**src/sv/priority_task_scheduler_defines.svh**
```systemverilog
// Assertion macros shared by the scheduler RTL.
`ifndef PRIORITY_TASK_SCHEDULER_DEFINES_SVH
`define PRIORITY_TASK_SCHEDULER_DEFINES_SVH

// Same-cycle implication, sampled on the rising clock edge, off during reset.
`define PTS_ASSERT_NOW(lbl, ante, cons, msg) \
    lbl: assert property (@(posedge clk) disable iff (!rst_n) (ante) |-> (cons)) else $error(msg);

// Next-cycle implication, sampled on the rising clock edge, off during reset.
`define PTS_ASSERT_NEXT(lbl, ante, cons, msg) \
    lbl: assert property (@(posedge clk) disable iff (!rst_n) (ante) |=> (cons)) else $error(msg);

`endif

```
**src/sv/pts_pkg.sv**
```systemverilog
package pts_pkg;

    // Default table size and fixed field widths.
    localparam int NUM_TASKS_DEF = 8;
    localparam int ACTION_W      = 3;
    localparam int IDX_W         = 3;
    localparam int PRIO_W        = 8;
    localparam int TICK_W        = 32;

    // Command codes.
    typedef enum logic [ACTION_W-1:0] {
        ACT_CREATE = 3'd0,
        ACT_LAUNCH = 3'd1,
        ACT_TICK   = 3'd2,
        ACT_BLOCK  = 3'd3,
        ACT_RESUME = 3'd4,
        ACT_DELAY  = 3'd5
    } action_t;

    // Per-task state codes.
    typedef enum logic [1:0] {
        TS_READY   = 2'd0,
        TS_RUNNING = 2'd1,
        TS_BLOCKED = 2'd2,
        TS_DELAYED = 2'd3
    } task_st_t;

    // Sequencer states.
    typedef enum logic [1:0] {
        SEQ_IDLE,
        SEQ_SCAN,
        SEQ_MARK,
        SEQ_DONE
    } seq_state_t;

endpackage

```
**src/sv/priority_task_scheduler.sv**
```systemverilog
// Fixed-priority task scheduler.
// Input channel (in_valid/in_stall) takes one command beat: action, task_index,
// priority_req and delay_ticks. Output channel (out_valid/out_stall) returns one
// beat per command with the running task, the create result and the tick count.
// A command that edits the table only (create, zero delay, unused codes) goes from
// accept straight to the final state. Launch, tick, block, resume and delay scan
// the created task entries one per cycle through a shared compare unit, then pass
// through the mark state to the final state.
// A new command is taken only while the sequencer is idle, so the block finishes
// each command before it takes the next.
// The output beat sits in a register; while out_stall is high it holds, and the
// sequencer waits in its final state until the register is free. The input side
// may already hand over the next command while a finished beat waits.
// Reset clears the task count, the running task, the tick count and both valid
// flags; task entries are written on create and need no clearing.
module priority_task_scheduler
    import pts_pkg::*;
#(
    parameter int NUM_TASKS = NUM_TASKS_DEF
)
(
    input  logic              clk,
    input  logic              rst_n,
    input  logic              in_valid,
    output logic              in_stall,
    input  logic [ACTION_W-1:0] action,
    input  logic [IDX_W-1:0]  task_index,
    input  logic [PRIO_W-1:0] priority_req,
    input  logic [TICK_W-1:0] delay_ticks,
    output logic              out_valid,
    input  logic              out_stall,
    output logic [IDX_W-1:0]  current_task,
    output logic              current_valid,
    output logic [IDX_W-1:0]  created_index,
    output logic              create_ok,
    output logic [TICK_W-1:0] tick_now
);

`include "priority_task_scheduler_defines.svh"

    localparam int TASK_IW = (NUM_TASKS > 1) ? $clog2(NUM_TASKS) : 1;
    localparam int CNT_W   = $clog2(NUM_TASKS + 1);
    localparam int CMP_W   = (CNT_W > IDX_W) ? CNT_W : IDX_W;

    // Task table.
    task_st_t            st_mem   [NUM_TASKS];
    logic [PRIO_W-1:0]   prio_mem [NUM_TASKS];
    logic [TICK_W-1:0]   wake_mem [NUM_TASKS];

    // Control registers.
    seq_state_t          seq_reg, seq_next;
    logic [TASK_IW-1:0]  ptr_reg, ptr_next;
    logic [PRIO_W-1:0]   best_reg, best_next;
    logic                tick_mode_reg, tick_mode_next;
    logic [TASK_IW-1:0]  run_idx_reg, run_idx_next;
    logic                run_valid_reg, run_valid_next;
    logic [CNT_W-1:0]    created_reg, created_next;
    logic [TICK_W-1:0]   tick_reg, tick_next;
    logic [IDX_W-1:0]   new_idx_reg, new_idx_next;
    logic                new_ok_reg, new_ok_next;
    logic                out_valid_reg, out_valid_next;

    // Output payload registers.
    logic [IDX_W-1:0]    cur_task_reg;
    logic                cur_valid_reg;
    logic [IDX_W-1:0]    cr_idx_reg;
    logic                cr_ok_reg;
    logic [TICK_W-1:0]   tick_out_reg;

    logic                accept;
    logic                out_load;
    logic                room;
    logic                target_ok;
    logic                delay_nz;
    logic [CMP_W-1:0]    idx_wide;
    logic [CMP_W-1:0]    slot_wide;
    logic [CMP_W-1:0]    run_wide;
    logic [TASK_IW-1:0]  idx_addr;
    logic [TASK_IW-1:0]  slot_addr;
    logic                scan_last;
    task_st_t            st_cur;
    task_st_t            st_new;
    logic                pick;

    assign accept    = in_valid && !in_stall;
    assign in_stall  = (seq_reg != SEQ_IDLE);
    assign room      = (created_reg < CNT_W'(NUM_TASKS));
    assign idx_wide  = CMP_W'(task_index);
    assign slot_wide = CMP_W'(created_reg);
    assign run_wide  = CMP_W'(run_idx_reg);
    assign idx_addr  = idx_wide[TASK_IW-1:0];
    assign slot_addr = slot_wide[TASK_IW-1:0];
    assign target_ok = (idx_wide < CMP_W'(created_reg));
    assign delay_nz  = (delay_ticks != '0);
    assign scan_last = ((CNT_W'(ptr_reg) + CNT_W'(1)) == created_reg);

    // Shared per-entry unit: tick update of one entry and the priority compare.
    always_comb
    begin
        st_cur = st_mem[ptr_reg];
        st_new = st_cur;
        if (tick_mode_reg)
        begin
            if (st_cur == TS_RUNNING)
            begin
                st_new = TS_READY;
            end
            else if (st_cur == TS_DELAYED && wake_mem[ptr_reg] == tick_reg)
            begin
                st_new = TS_READY;
            end
        end
        pick = (st_new == TS_READY) && (prio_mem[ptr_reg] > best_reg);
    end

    // Sequencer: next state and control updates.
    always_comb
    begin
        seq_next       = seq_reg;
        ptr_next       = ptr_reg;
        best_next      = best_reg;
        tick_mode_next = tick_mode_reg;
        run_idx_next   = run_idx_reg;
        run_valid_next = run_valid_reg;
        created_next   = created_reg;
        tick_next      = tick_reg;
        new_idx_next   = new_idx_reg;
        new_ok_next    = new_ok_reg;
        out_load       = 1'b0;
        out_valid_next = out_valid_reg && out_stall;

        case (seq_reg)
            SEQ_IDLE:
            begin
                if (accept)
                begin
                    ptr_next       = '0;
                    best_next      = '0;
                    new_idx_next   = '0;
                    new_ok_next    = 1'b0;
                    tick_mode_next = 1'b0;
                    seq_next       = SEQ_DONE;
                    case (action)
                        ACT_CREATE:
                        begin
                            if (room)
                            begin
                                new_idx_next = slot_wide[IDX_W-1:0];
                                new_ok_next  = 1'b1;
                                created_next = created_reg + CNT_W'(1);
                            end
                        end
                        ACT_LAUNCH:
                        begin
                            seq_next = (created_reg == '0) ? SEQ_MARK : SEQ_SCAN;
                        end
                        ACT_TICK, ACT_BLOCK, ACT_RESUME:
                        begin
                            tick_mode_next = 1'b1;
                            seq_next = (created_reg == '0) ? SEQ_MARK : SEQ_SCAN;
                        end
                        ACT_DELAY:
                        begin
                            if (delay_nz)
                            begin
                                tick_mode_next = 1'b1;
                                seq_next = (created_reg == '0) ? SEQ_MARK : SEQ_SCAN;
                            end
                        end
                        default:
                        begin
                            seq_next = SEQ_DONE;
                        end
                    endcase
                end
            end
            SEQ_SCAN:
            begin
                if (pick)
                begin
                    best_next      = prio_mem[ptr_reg];
                    run_idx_next   = ptr_reg;
                    run_valid_next = 1'b1;
                end
                ptr_next = ptr_reg + TASK_IW'(1);
                if (scan_last)
                begin
                    seq_next = SEQ_MARK;
                end
            end
            SEQ_MARK:
            begin
                if (tick_mode_reg)
                begin
                    tick_next = tick_reg + TICK_W'(1);
                end
                seq_next = SEQ_DONE;
            end
            SEQ_DONE:
            begin
                if (!out_valid_reg || !out_stall)
                begin
                    out_load       = 1'b1;
                    out_valid_next = 1'b1;
                    seq_next       = SEQ_IDLE;
                end
            end
            default:
            begin
                seq_next = SEQ_IDLE;
            end
        endcase
    end

    // Control state registers.
    always_ff @(posedge clk or negedge rst_n)
    begin
        if (!rst_n)
        begin
            seq_reg       <= SEQ_IDLE;
            ptr_reg       <= '0;
            best_reg      <= '0;
            tick_mode_reg <= 1'b0;
            run_idx_reg   <= '0;
            run_valid_reg <= 1'b0;
            created_reg   <= '0;
            tick_reg      <= '0;
            new_idx_reg   <= '0;
            new_ok_reg    <= 1'b0;
            out_valid_reg <= 1'b0;
        end
        else
        begin
            seq_reg       <= seq_next;
            ptr_reg       <= ptr_next;
            best_reg      <= best_next;
            tick_mode_reg <= tick_mode_next;
            run_idx_reg   <= run_idx_next;
            run_valid_reg <= run_valid_next;
            created_reg   <= created_next;
            tick_reg      <= tick_next;
            new_idx_reg   <= new_idx_next;
            new_ok_reg    <= new_ok_next;
            out_valid_reg <= out_valid_next;
        end
    end

    // Task table writes: command edits on accept, scan write-back, final mark.
    always_ff @(posedge clk)
    begin
        if (accept)
        begin
            case (action)
                ACT_CREATE:
                begin
                    if (room)
                    begin
                        prio_mem[slot_addr] <= priority_req;
                        st_mem[slot_addr]   <= TS_READY;
                    end
                end
                ACT_BLOCK:
                begin
                    if (target_ok)
                    begin
                        st_mem[idx_addr] <= TS_BLOCKED;
                    end
                end
                ACT_RESUME:
                begin
                    if (target_ok)
                    begin
                        st_mem[idx_addr] <= TS_READY;
                    end
                end
                ACT_DELAY:
                begin
                    if (target_ok && delay_nz)
                    begin
                        wake_mem[idx_addr] <= delay_ticks + tick_reg;
                        st_mem[idx_addr]   <= TS_DELAYED;
                    end
                end
                default:
                begin
                end
            endcase
        end
        else if (seq_reg == SEQ_SCAN)
        begin
            st_mem[ptr_reg] <= st_new;
        end
        else if (seq_reg == SEQ_MARK && run_valid_reg)
        begin
            st_mem[run_idx_reg] <= TS_RUNNING;
        end
    end

    // Output beat register.
    always_ff @(posedge clk)
    begin
        if (out_load)
        begin
            cur_task_reg  <= run_valid_reg ? run_wide[IDX_W-1:0] : '0;
            cur_valid_reg <= run_valid_reg;
            cr_idx_reg    <= new_idx_reg;
            cr_ok_reg     <= new_ok_reg;
            tick_out_reg  <= tick_reg;
        end
    end

    assign out_valid     = out_valid_reg;
    assign current_task  = cur_task_reg;
    assign current_valid = cur_valid_reg;
    assign created_index = cr_idx_reg;
    assign create_ok     = cr_ok_reg;
    assign tick_now      = tick_out_reg;

    // Checks on the sequencer and the scheduler state.
    `PTS_ASSERT_NEXT(a_accept_busy, accept, seq_reg != SEQ_IDLE, "accepted command did not start")
    `PTS_ASSERT_NOW(a_scan_bound, seq_reg == SEQ_SCAN, CNT_W'(ptr_reg) < created_reg, "scan past table")
    `PTS_ASSERT_NEXT(a_run_sticky, run_valid_reg, run_valid_reg, "running flag dropped")
    `PTS_ASSERT_NEXT(a_tick_hold, seq_reg != SEQ_MARK, $stable(tick_reg), "tick moved outside mark")

endmodule

```
**config.mk**
```make
export PLATFORM = sky130hd
export DESIGN_NAME = priority_task_scheduler
export DESIGN_NICKNAME = d
export VERILOG_FILES = /design/src/sv/pts_pkg.sv /design/src/sv/priority_task_scheduler.sv
export VERILOG_INCLUDE_DIRS = /design/src /design/src/sv
export SDC_FILE = /design/constraint.sdc
export NUM_CORES = 1
export LEC_CHECK = 0
export BUFFER_PORTS_ARGS = -buffer_cell sky130_fd_sc_hd__buf_4
export CAP_MARGIN = 20
export CORE_MARGIN = 1.5
export CORE_UTILIZATION = 30
export DETAILED_ROUTE_END_ITERATION = 8
export GPL_ROUTABILITY_DRIVEN = 0
export SYNTH_ARGS = -nofsm -noshare
export SYNTH_HDL_FRONTEND = slang
export SYNTH_SLANG_ARGS = --single-unit
export TNS_END_PERCENT = 5
```
**constraint.sdc**
```tcl
create_clock -name clk -period 6.05 [get_ports clk]
set_input_delay 0.605 -clock clk [delete_from_list [all_inputs] [get_ports clk]]
set_output_delay 0.605 -clock clk [all_outputs]
set_load 0.05 [all_outputs]
```
==> results summary, run 1 <==
The flow ran to the end, and the final reports show no timing, DRC or antenna violations. The number of resized instances in the post-cts repair step came out at 0. Ranked by total cell area, the synthesized netlist is headed by edfxtp_1 (59%), mux4_2 (8.4%), dfrtp_1 (7.7%). The floorplan has a little over 90 rows. The number of remaining DRC errors came out at 0. The number of maximum-capacitance constraint violations came out at 0.

The cell count after placement came out at approximately 2100. At the worst endpoint, the required time is roughly 6.5 ns. The flip-flop count of the largest register, all copies and words added came out at roughly 260. The total core area is 63200 um^2. The post-layout minimum cycle time came out at about 4.8 ns. The number of vias in the routed layout came out at around 11000. In the synthesized netlist the dominant register cell turns out to be edfxtp_1. Among all stages on the critical path, the largest delay is contributed by dfrtp_2. The footprint of the multi-input gates came out at around 6200 um^2. The clock net sink count came out at around 440.

The buffers inserted during post-CTS setup optimization came out at 0. The later pin in the worst-skew pair is clocked with a latency of a little under 0.6 ns. The pre-antenna-repair detailed-routing pass consisted of 7 iterations. After routing, the total negative slack on setup checks comes to 0 ns. The initial antenna violation count is 2. In this run the remaining antenna-violating nets after routing total 0. The routed wire length is approximately 47000 um. After the flow finishes, the layout carries non-filler instances totaling between 2000 and 2500. The reg-to-reg startpoint is ptr_reg[2].

The placement-stage worst setup slack came out at about 1.2 ns. The die span in x is roughly 260 um. The number of different library cells in the post-synthesis netlist came out at between 60 and 70.

The total of hold buffers inserted after clock tree synthesis is 0. The worst setup path is launched from a flip-flop. The sequential-to-total area share from yosys stat came out at 0.663.

The largest registers in the layout are wake_mem x256, prio_mem x64. The floorplan die height is around 260 um. Of all cell types, the one taking the most synthesized area is edfxtp_1. The class of the tightest hold or removal check is in2async.

The yosys synthesis warning count is 0. The post-detailed-route via-to-cell ratio came out at 4.98. The I/O pin count came out at 92. The most frequent cell after synthesis is edfxtp_1. The critical path is of the reg2reg type. The number of synthesized flops with an enable pin came out at between 300 and 400. The via count of the first global-routing pass is around 11000. The fill cell instance count of the final layout came out at roughly 6000. The top fanout value on the critical path is 29. The maximum VDD drop is between 200 and 250 uV. The maximum number of pins on one net before global-route repair came out at 60.

The initial cell density of the core is 0.305. Counting flops and latches in the post-synthesis netlist gives between 400 and 500. The synthesized area came out at a little under 20000 um^2. Setup violations remaining at the end of the flow were counted as 0.

The arrival time at the worst endpoint is about 5.2 ns. On the critical path the largest part of the delay comes from simple AND/OR/NAND/NOR gates. By instance count, the cell type seen most on the critical path is nor3_1. The total chip power is ~0.0088 W. Detailed placement ended at an HPWL of just over 30000 um. The critical path goes through buf_4 > nor2b_1 > a22o_1 > nor3_1 > nor4b_1 > nand4_1 > nor3_1 > a22oi_2 > or2_4 > mux2_4.

The worst slew slack as a fraction of its limit came out at 0.310. wake_mem holds more flip-flops than any other register. The post-CTS clock slew at the launch and capture registers of the worst setup and hold paths is roughly 0.060 ns. The first global-routing pass estimated between 70000 and 80000 um of wire.

The full die area is roughly 66000 um^2. The remaining global-route overflow is 0. The final hold violation count is 0.

The highest attainable clock frequency is about 0.21 GHz. For the final database, setup skew stands at about 0.043 ns. For this run, the total global-route usage over all layers was measured as 0.144.

The H-tree generated during clock tree synthesis spans 2 levels. The number of DRC markers in iteration 0 came out at 900. The area added between synthesis and finish is 17.0%.

The total nets after synthesis is between 1000 and 1500. The CTS tree is done. The sequential cells in the finished layout cover a total of between 10000 and 15000 um^2. The post-synthesis instance total came out at 1194. The power per cell area is between 300 and 400 nW/um^2.

The cell leakage power came out at between 7 and 8 nW. The worst path meets setup with 1.27 ns of slack. The clock passes through at most 3 buffers. After synthesis, the mean cell area works out to 16.1 um^2.

The area share of the largest cell type after synthesis came out at 0.587. The slew at the pin with the worst max-slew slack came out at between 1 and 1.5 ns. The worst path buffer plus inverter count is 1. In the final layout, the share of cells above drive strength 1 is 0.213.

CTS placed an instance of clkbuf_16 at the clock tree root. Setup repair after global routing left no endpoint under its margin. The final-stage net count is roughly 1400. Of all flip-flops after synthesis, the portion carrying an async set or reset was 0.136. The number of buffers created by CTS came out at 44.

For the worst flop-to-flop path, the logic depth is 10. On the worst path, the slowest cell contributes a delay of roughly 0.80 ns. The number of port buffers is slightly above 90. The max-slew violation count came to 0. In this run the critical register-to-register path is captured at run_idx_reg[2].

The worst-case register-to-register setup slack came out at about 1.3 ns. The commonest cells after synthesis are edfxtp_1 (376), xnor2_1 (76), mux4_2 (72). Dividing the final minimum period by the clock period gives 0.790. The worst setup path is captured at a flip-flop. The average wire length per cell after detail routing came out at between 20 and 25 um.

The worst hold margin came out at ~0.13 ns.
through the flow:
stage | util | instance area [um^2]
6_report | 0.356 | 22500
5_1_grt | 0.356 | 22500
4_1_cts | 0.356 | 22500
3_5_place_dp | 0.332 | 21000
3_3_place_gp | 0.332 | 21000
2_1_floorplan | - | 19300
worst max path at each step:
| stage | cells after the start | end | from | slack [ns] |
|---|---|---|---|---|
| after global routing | 10 | run_idx_reg[0] | ptr_reg[2] | 0.99 |
| after CTS | 10 | run_idx_reg[1] | ptr_reg[2] | 1.21 |
| after global placement | 10 | run_idx_reg[2] | ptr_reg[2] | 1.17 |
| after detailed placement | 10 | run_idx_reg[0] | ptr_reg[2] | 1.20 |
| after floorplan | 8 | wake_mem[4][0] | created_reg[1] | 0.44 |
| final | 10 | run_idx_reg[2] | ptr_reg[2] | 1.27 |
cells by family (layout without fill, tap and decap cells):
group	Yosys count	after routing	synth area share
buffers and inverters	67	217	0.0168
xor gates and xnor gates	96	96	0.0437
adders and majority gates	51	51	0.0335
AOI/OAI and AO/OA	161	161	0.0558
and+or+nand+nor	237	237	0.0621
other	0	2	0
DFF	435	435	0.663
muxes	147	147	0.125
layout by cell type, fill, tap and decap left out, types with 29 or more instances in the layout:
master,count
a21oi_1,39
buf_4,109
clkbuf_16,46
dfrtp_1,56
edfxtp_1,376
ha_1,50
inv_1,29
mux2i_1,57
mux4_2,72
nand2_1,68
nor2_1,41
o21ai_0,34
xnor2_1,76
area by class of cell:
type                       count  share of cell area
sequential                   435               0.567
multi-input combinational    692               0.276
clock buffer                  56              0.0541
tap                          846              0.0470
timing repair buffer         109              0.0363
clock inverter                23              0.0139
inverter                      29             0.00483
antenna                        2            0.000222
metal layers:
| metal | GRT usage | wire length [um] |
|---|---|---|
| met4 | 0.0436 | 946 |
| met1 | 0.202 | 21600 |
| met2 | 0.226 | 22200 |
| met3 | 0.0278 | 2540 |
| met5 | 0 | 0 |
report_power, final:
| group | internal (W) | leakage (nW) | switching [W] |
|---|---|---|---|
| Clock | 0.00173 | 0.741 | 0.00114 |
| Combinational | 0.000892 | 2.87 | 0.00128 |
| Sequential | 0.00357 | 4.20 | 0.000213 |
(Power assumes the default switching activity.)
==> run 2: changes to the inputs <==
Clock period 6.05 ns to 4.3 ns, I/O delays scaled along.
==> run 2 against run 1 <==
Power increased by 40%. Critical path depth is 1 higher. Largest power group unchanged. Largest cell class unchanged. Sequential power is 39% higher. Hold slack got worse by 0.051 ns. Non-clock buffer count up 27. Core utilization rose by 0.34 points. Cell area up 0.97%. Clock-buffer cell count increased by 2. Flip-flop and latch count is the same. Die area stayed put. Critical path type unchanged.
==> results summary, run 2 (synthesized netlist as in run 1, its figures left out) <==
Setup repair after global routing left no endpoint under its margin. The post-layout minimum cycle time came out at 4.01 ns (-0.772 ns). The flip-flop count of the largest register, all copies and words added was 256 (unchanged).

The final clock skew was 0.0279 ns (-0.0149 ns). The worst slew slack as a fraction of its limit is 0.387 (+0.0771). The deepest clock path buffer count came out at 3 (unchanged).

Leaving out fill and tap cells, the most frequent cell in the layout is edfxtp_1. The cell family contributing the most delay on the critical path is simple AND/OR/NAND/NOR gates. The final total negative setup slack is 0 ns (unchanged). The number of standard cells in the layout, taps in and fillers out was 2222 (+1.4%).

The setup-violating endpoint count in the final report came out at 0 (unchanged). The buffers inserted during post-CTS setup optimization came out at 0 (unchanged). The standard cell area after detailed placement came out at 21200 um^2 (+1.2%). The cell leakage power is 7.96 nW (+1.8%). The number of resized instances in the post-cts repair step is 0 (unchanged). The arrival time at the worst endpoint is 4.52 ns (-0.72 ns). The final-stage net count is 1440 (+2.0%).

The routed wire length is 47700 um (+0.90%). The final hold violation count is 0 (unchanged). Traced cell by cell, the critical path runs through buf_12 > mux4_2 > mux2i_1 > xnor2_1 > nor4_1 > nand4_1 > nor3b_2 > a22oi_2 > buf_4 > or4_1 > nand3_1. The clock net sink count came out at 435 (unchanged).

The register area is 12800 um^2 (unchanged). The required time at the worst-slack endpoint came out at 4.82 ns (-1.69 ns). The row count is 92 (unchanged). The maximum VDD drop is 309 uV (+53%). The floorplan die height is 256 um (unchanged). The full die area is 65700 um^2 (unchanged). The worst setup path is captured at a flip-flop. The via count of the first global-routing pass came to 11200 (+1.9%). The overall fraction of global-route tracks in use came to 0.144 (+0.000376). The element type at the critical path start is a flip-flop. The top fanout value on the critical path is 36 (+24%). The max-slew violation count is 0 (unchanged).

The initial cell density of the core came out at 0.305 (unchanged). The I/O pin count was 92 (unchanged). The final non-filler cell area came out at 22700 um^2 (+0.97%). The HPWL after detailed placement is 30900 um (-0.38%). The remaining global-route overflow came out at 0 (unchanged).

The die span in x is 256 um (unchanged). The slowest stage of the critical path is the dfrtp_4 cell. The worst-case register-to-register setup slack is 0.29 ns (-0.98 ns). The CTS tree is done. The fill cell instance count of the final layout came to 5936 (+0.15%).

The worst path buffer plus inverter count was 2 (+1). The flow ran to the end, and the final reports show no timing, DRC or antenna violations. The number of remaining DRC errors came out at 0 (unchanged). The root buffer cell chosen for the clock tree is clkbuf_16.

The slew at the pin with the worst max-slew slack came out at 0.915 ns (-0.112 ns). The footprint of the multi-input gates is 6230 um^2 (about the same). The layout cell share with drive strength beyond 1 was 0.225 (+0.0118). The post-CTS clock slew at the launch and capture registers of the worst setup and hold paths is 0.06 ns (about the same).

The initial antenna violation count was 0 (-2). The number of maximum-capacitance constraint violations is 0 (unchanged). The post-detailed-route via-to-cell ratio came out at 4.98 (about the same). In the final layout, the registers with the most flip-flops are wake_mem x256, prio_mem x64. The highest attainable clock frequency is 0.250 GHz (+19%).

The biggest cell delay along the critical path is 0.66 ns (-0.14 ns). The path class of the tightest hold or removal check is in2reg. The insertion delay of the later-clocked pin in the worst-skew pair came to 0.58 ns (about the same). The total chip power came out at 0.0124 W (+40%).

The cell count after placement is 2137 (+1.2%). The average wire length per cell after detail routing came out at 21.5 um (-0.46%). The number of port buffers is 91 (unchanged). The total core area was 63200 um^2 (unchanged).

The number of antenna-violating nets in the routed design is 0 (unchanged). The number of vias in the routed layout is 11100 (+1.4%). The category of the most critical setup path is reg2reg. The final cell utilization of the core is 0.360 (+0.00344). The number of search-and-repair iterations in the first detailed-routing pass came out at 5 (-2). The post-route clock period utilization came out at 0.932 (+0.142). The total of hold buffers inserted after clock tree synthesis came out at 1 (+1).

The area added between synthesis and finish came out at 18.1%. The first-pass GRT wire length came out at 71300 um (+0.29%). The maximum number of pins on one net before global-route repair came out at 60 (unchanged). The library cells used most frequently in the layout, excluding fill and tap cells, are edfxtp_1 (376), buf_4 (130), xnor2_1 (76), mux4_2 (72), nand2_1 (68). The H-tree depth was 2 (unchanged). The number of buffers created by CTS is 45 (+2.3%). Counting flops per register, the top entry is wake_mem.

The power per cell area came out at 545 nW/um^2 (+39%). The number of DRC markers in iteration 0 is 949 (+5.4%). The total inserted antenna cells is 0 (-2).
-- run 2: changes by cell type in the layout (fill, tap and decap cells not counted), moves of 4 or more --
cell and delta:
buf_4 +21, bufinv_16 -4, clkinv_1 +4, buf_12 +5
-- run 2: path summary, 6_finish.rpt --
path	start	to	depth (start not counted)
max in group asynchronous	rst_n	ptr_reg[0]	2
min reg2reg	new_ok_reg	create_ok	0
max	ptr_reg[0]	best_reg[0]	11
max reg2reg	ptr_reg[0]	best_reg[0]	11
min	priority_req[2]	prio_mem[5][2]	1
min in group asynchronous	rst_n	tick_mode_reg	2
-- run 2: power breakdown --
group	switching, W	internal [W]	total, W
combinational	0.00188	0.00133	0.00321
clock	0.00165	0.00225	0.00390
sequential	0.000251	0.00502	0.00527
total	0.00379	0.00860	0.0124
-- run 2: area by class of cell --
cell class / instances / share of cell area
sequential: 435 / 0.562
tap: 846 / 0.0465
clock buffer: 58 / 0.0549
clock inverter: 26 / 0.0105
inverter: 29 / 0.00479
timing repair buffer: 136 / 0.0477
multi-input combinational: 692 / 0.274
-- run 2: through the flow --
| step | hold WS (ns) | setup slack (ns) |
|---|---|---|
| 5_1_grt | 0.0685 | 0.0488 |
| 3_5_place_dp | 0.442 | 0.367 |
| 2_1_floorplan | 0.134 | -1.30 |
| 3_3_place_gp | 0.439 | 0.322 |
| 4_1_cts | 0.0562 | 0.330 |
| 6_report | 0.0778 | 0.293 |
-- run 2: metal layers --
metal  wire length, um  track usage
met2             21600        0.222
met1             22800        0.210
met4               858       0.0355
met3              2400       0.0266
met5                 0            0
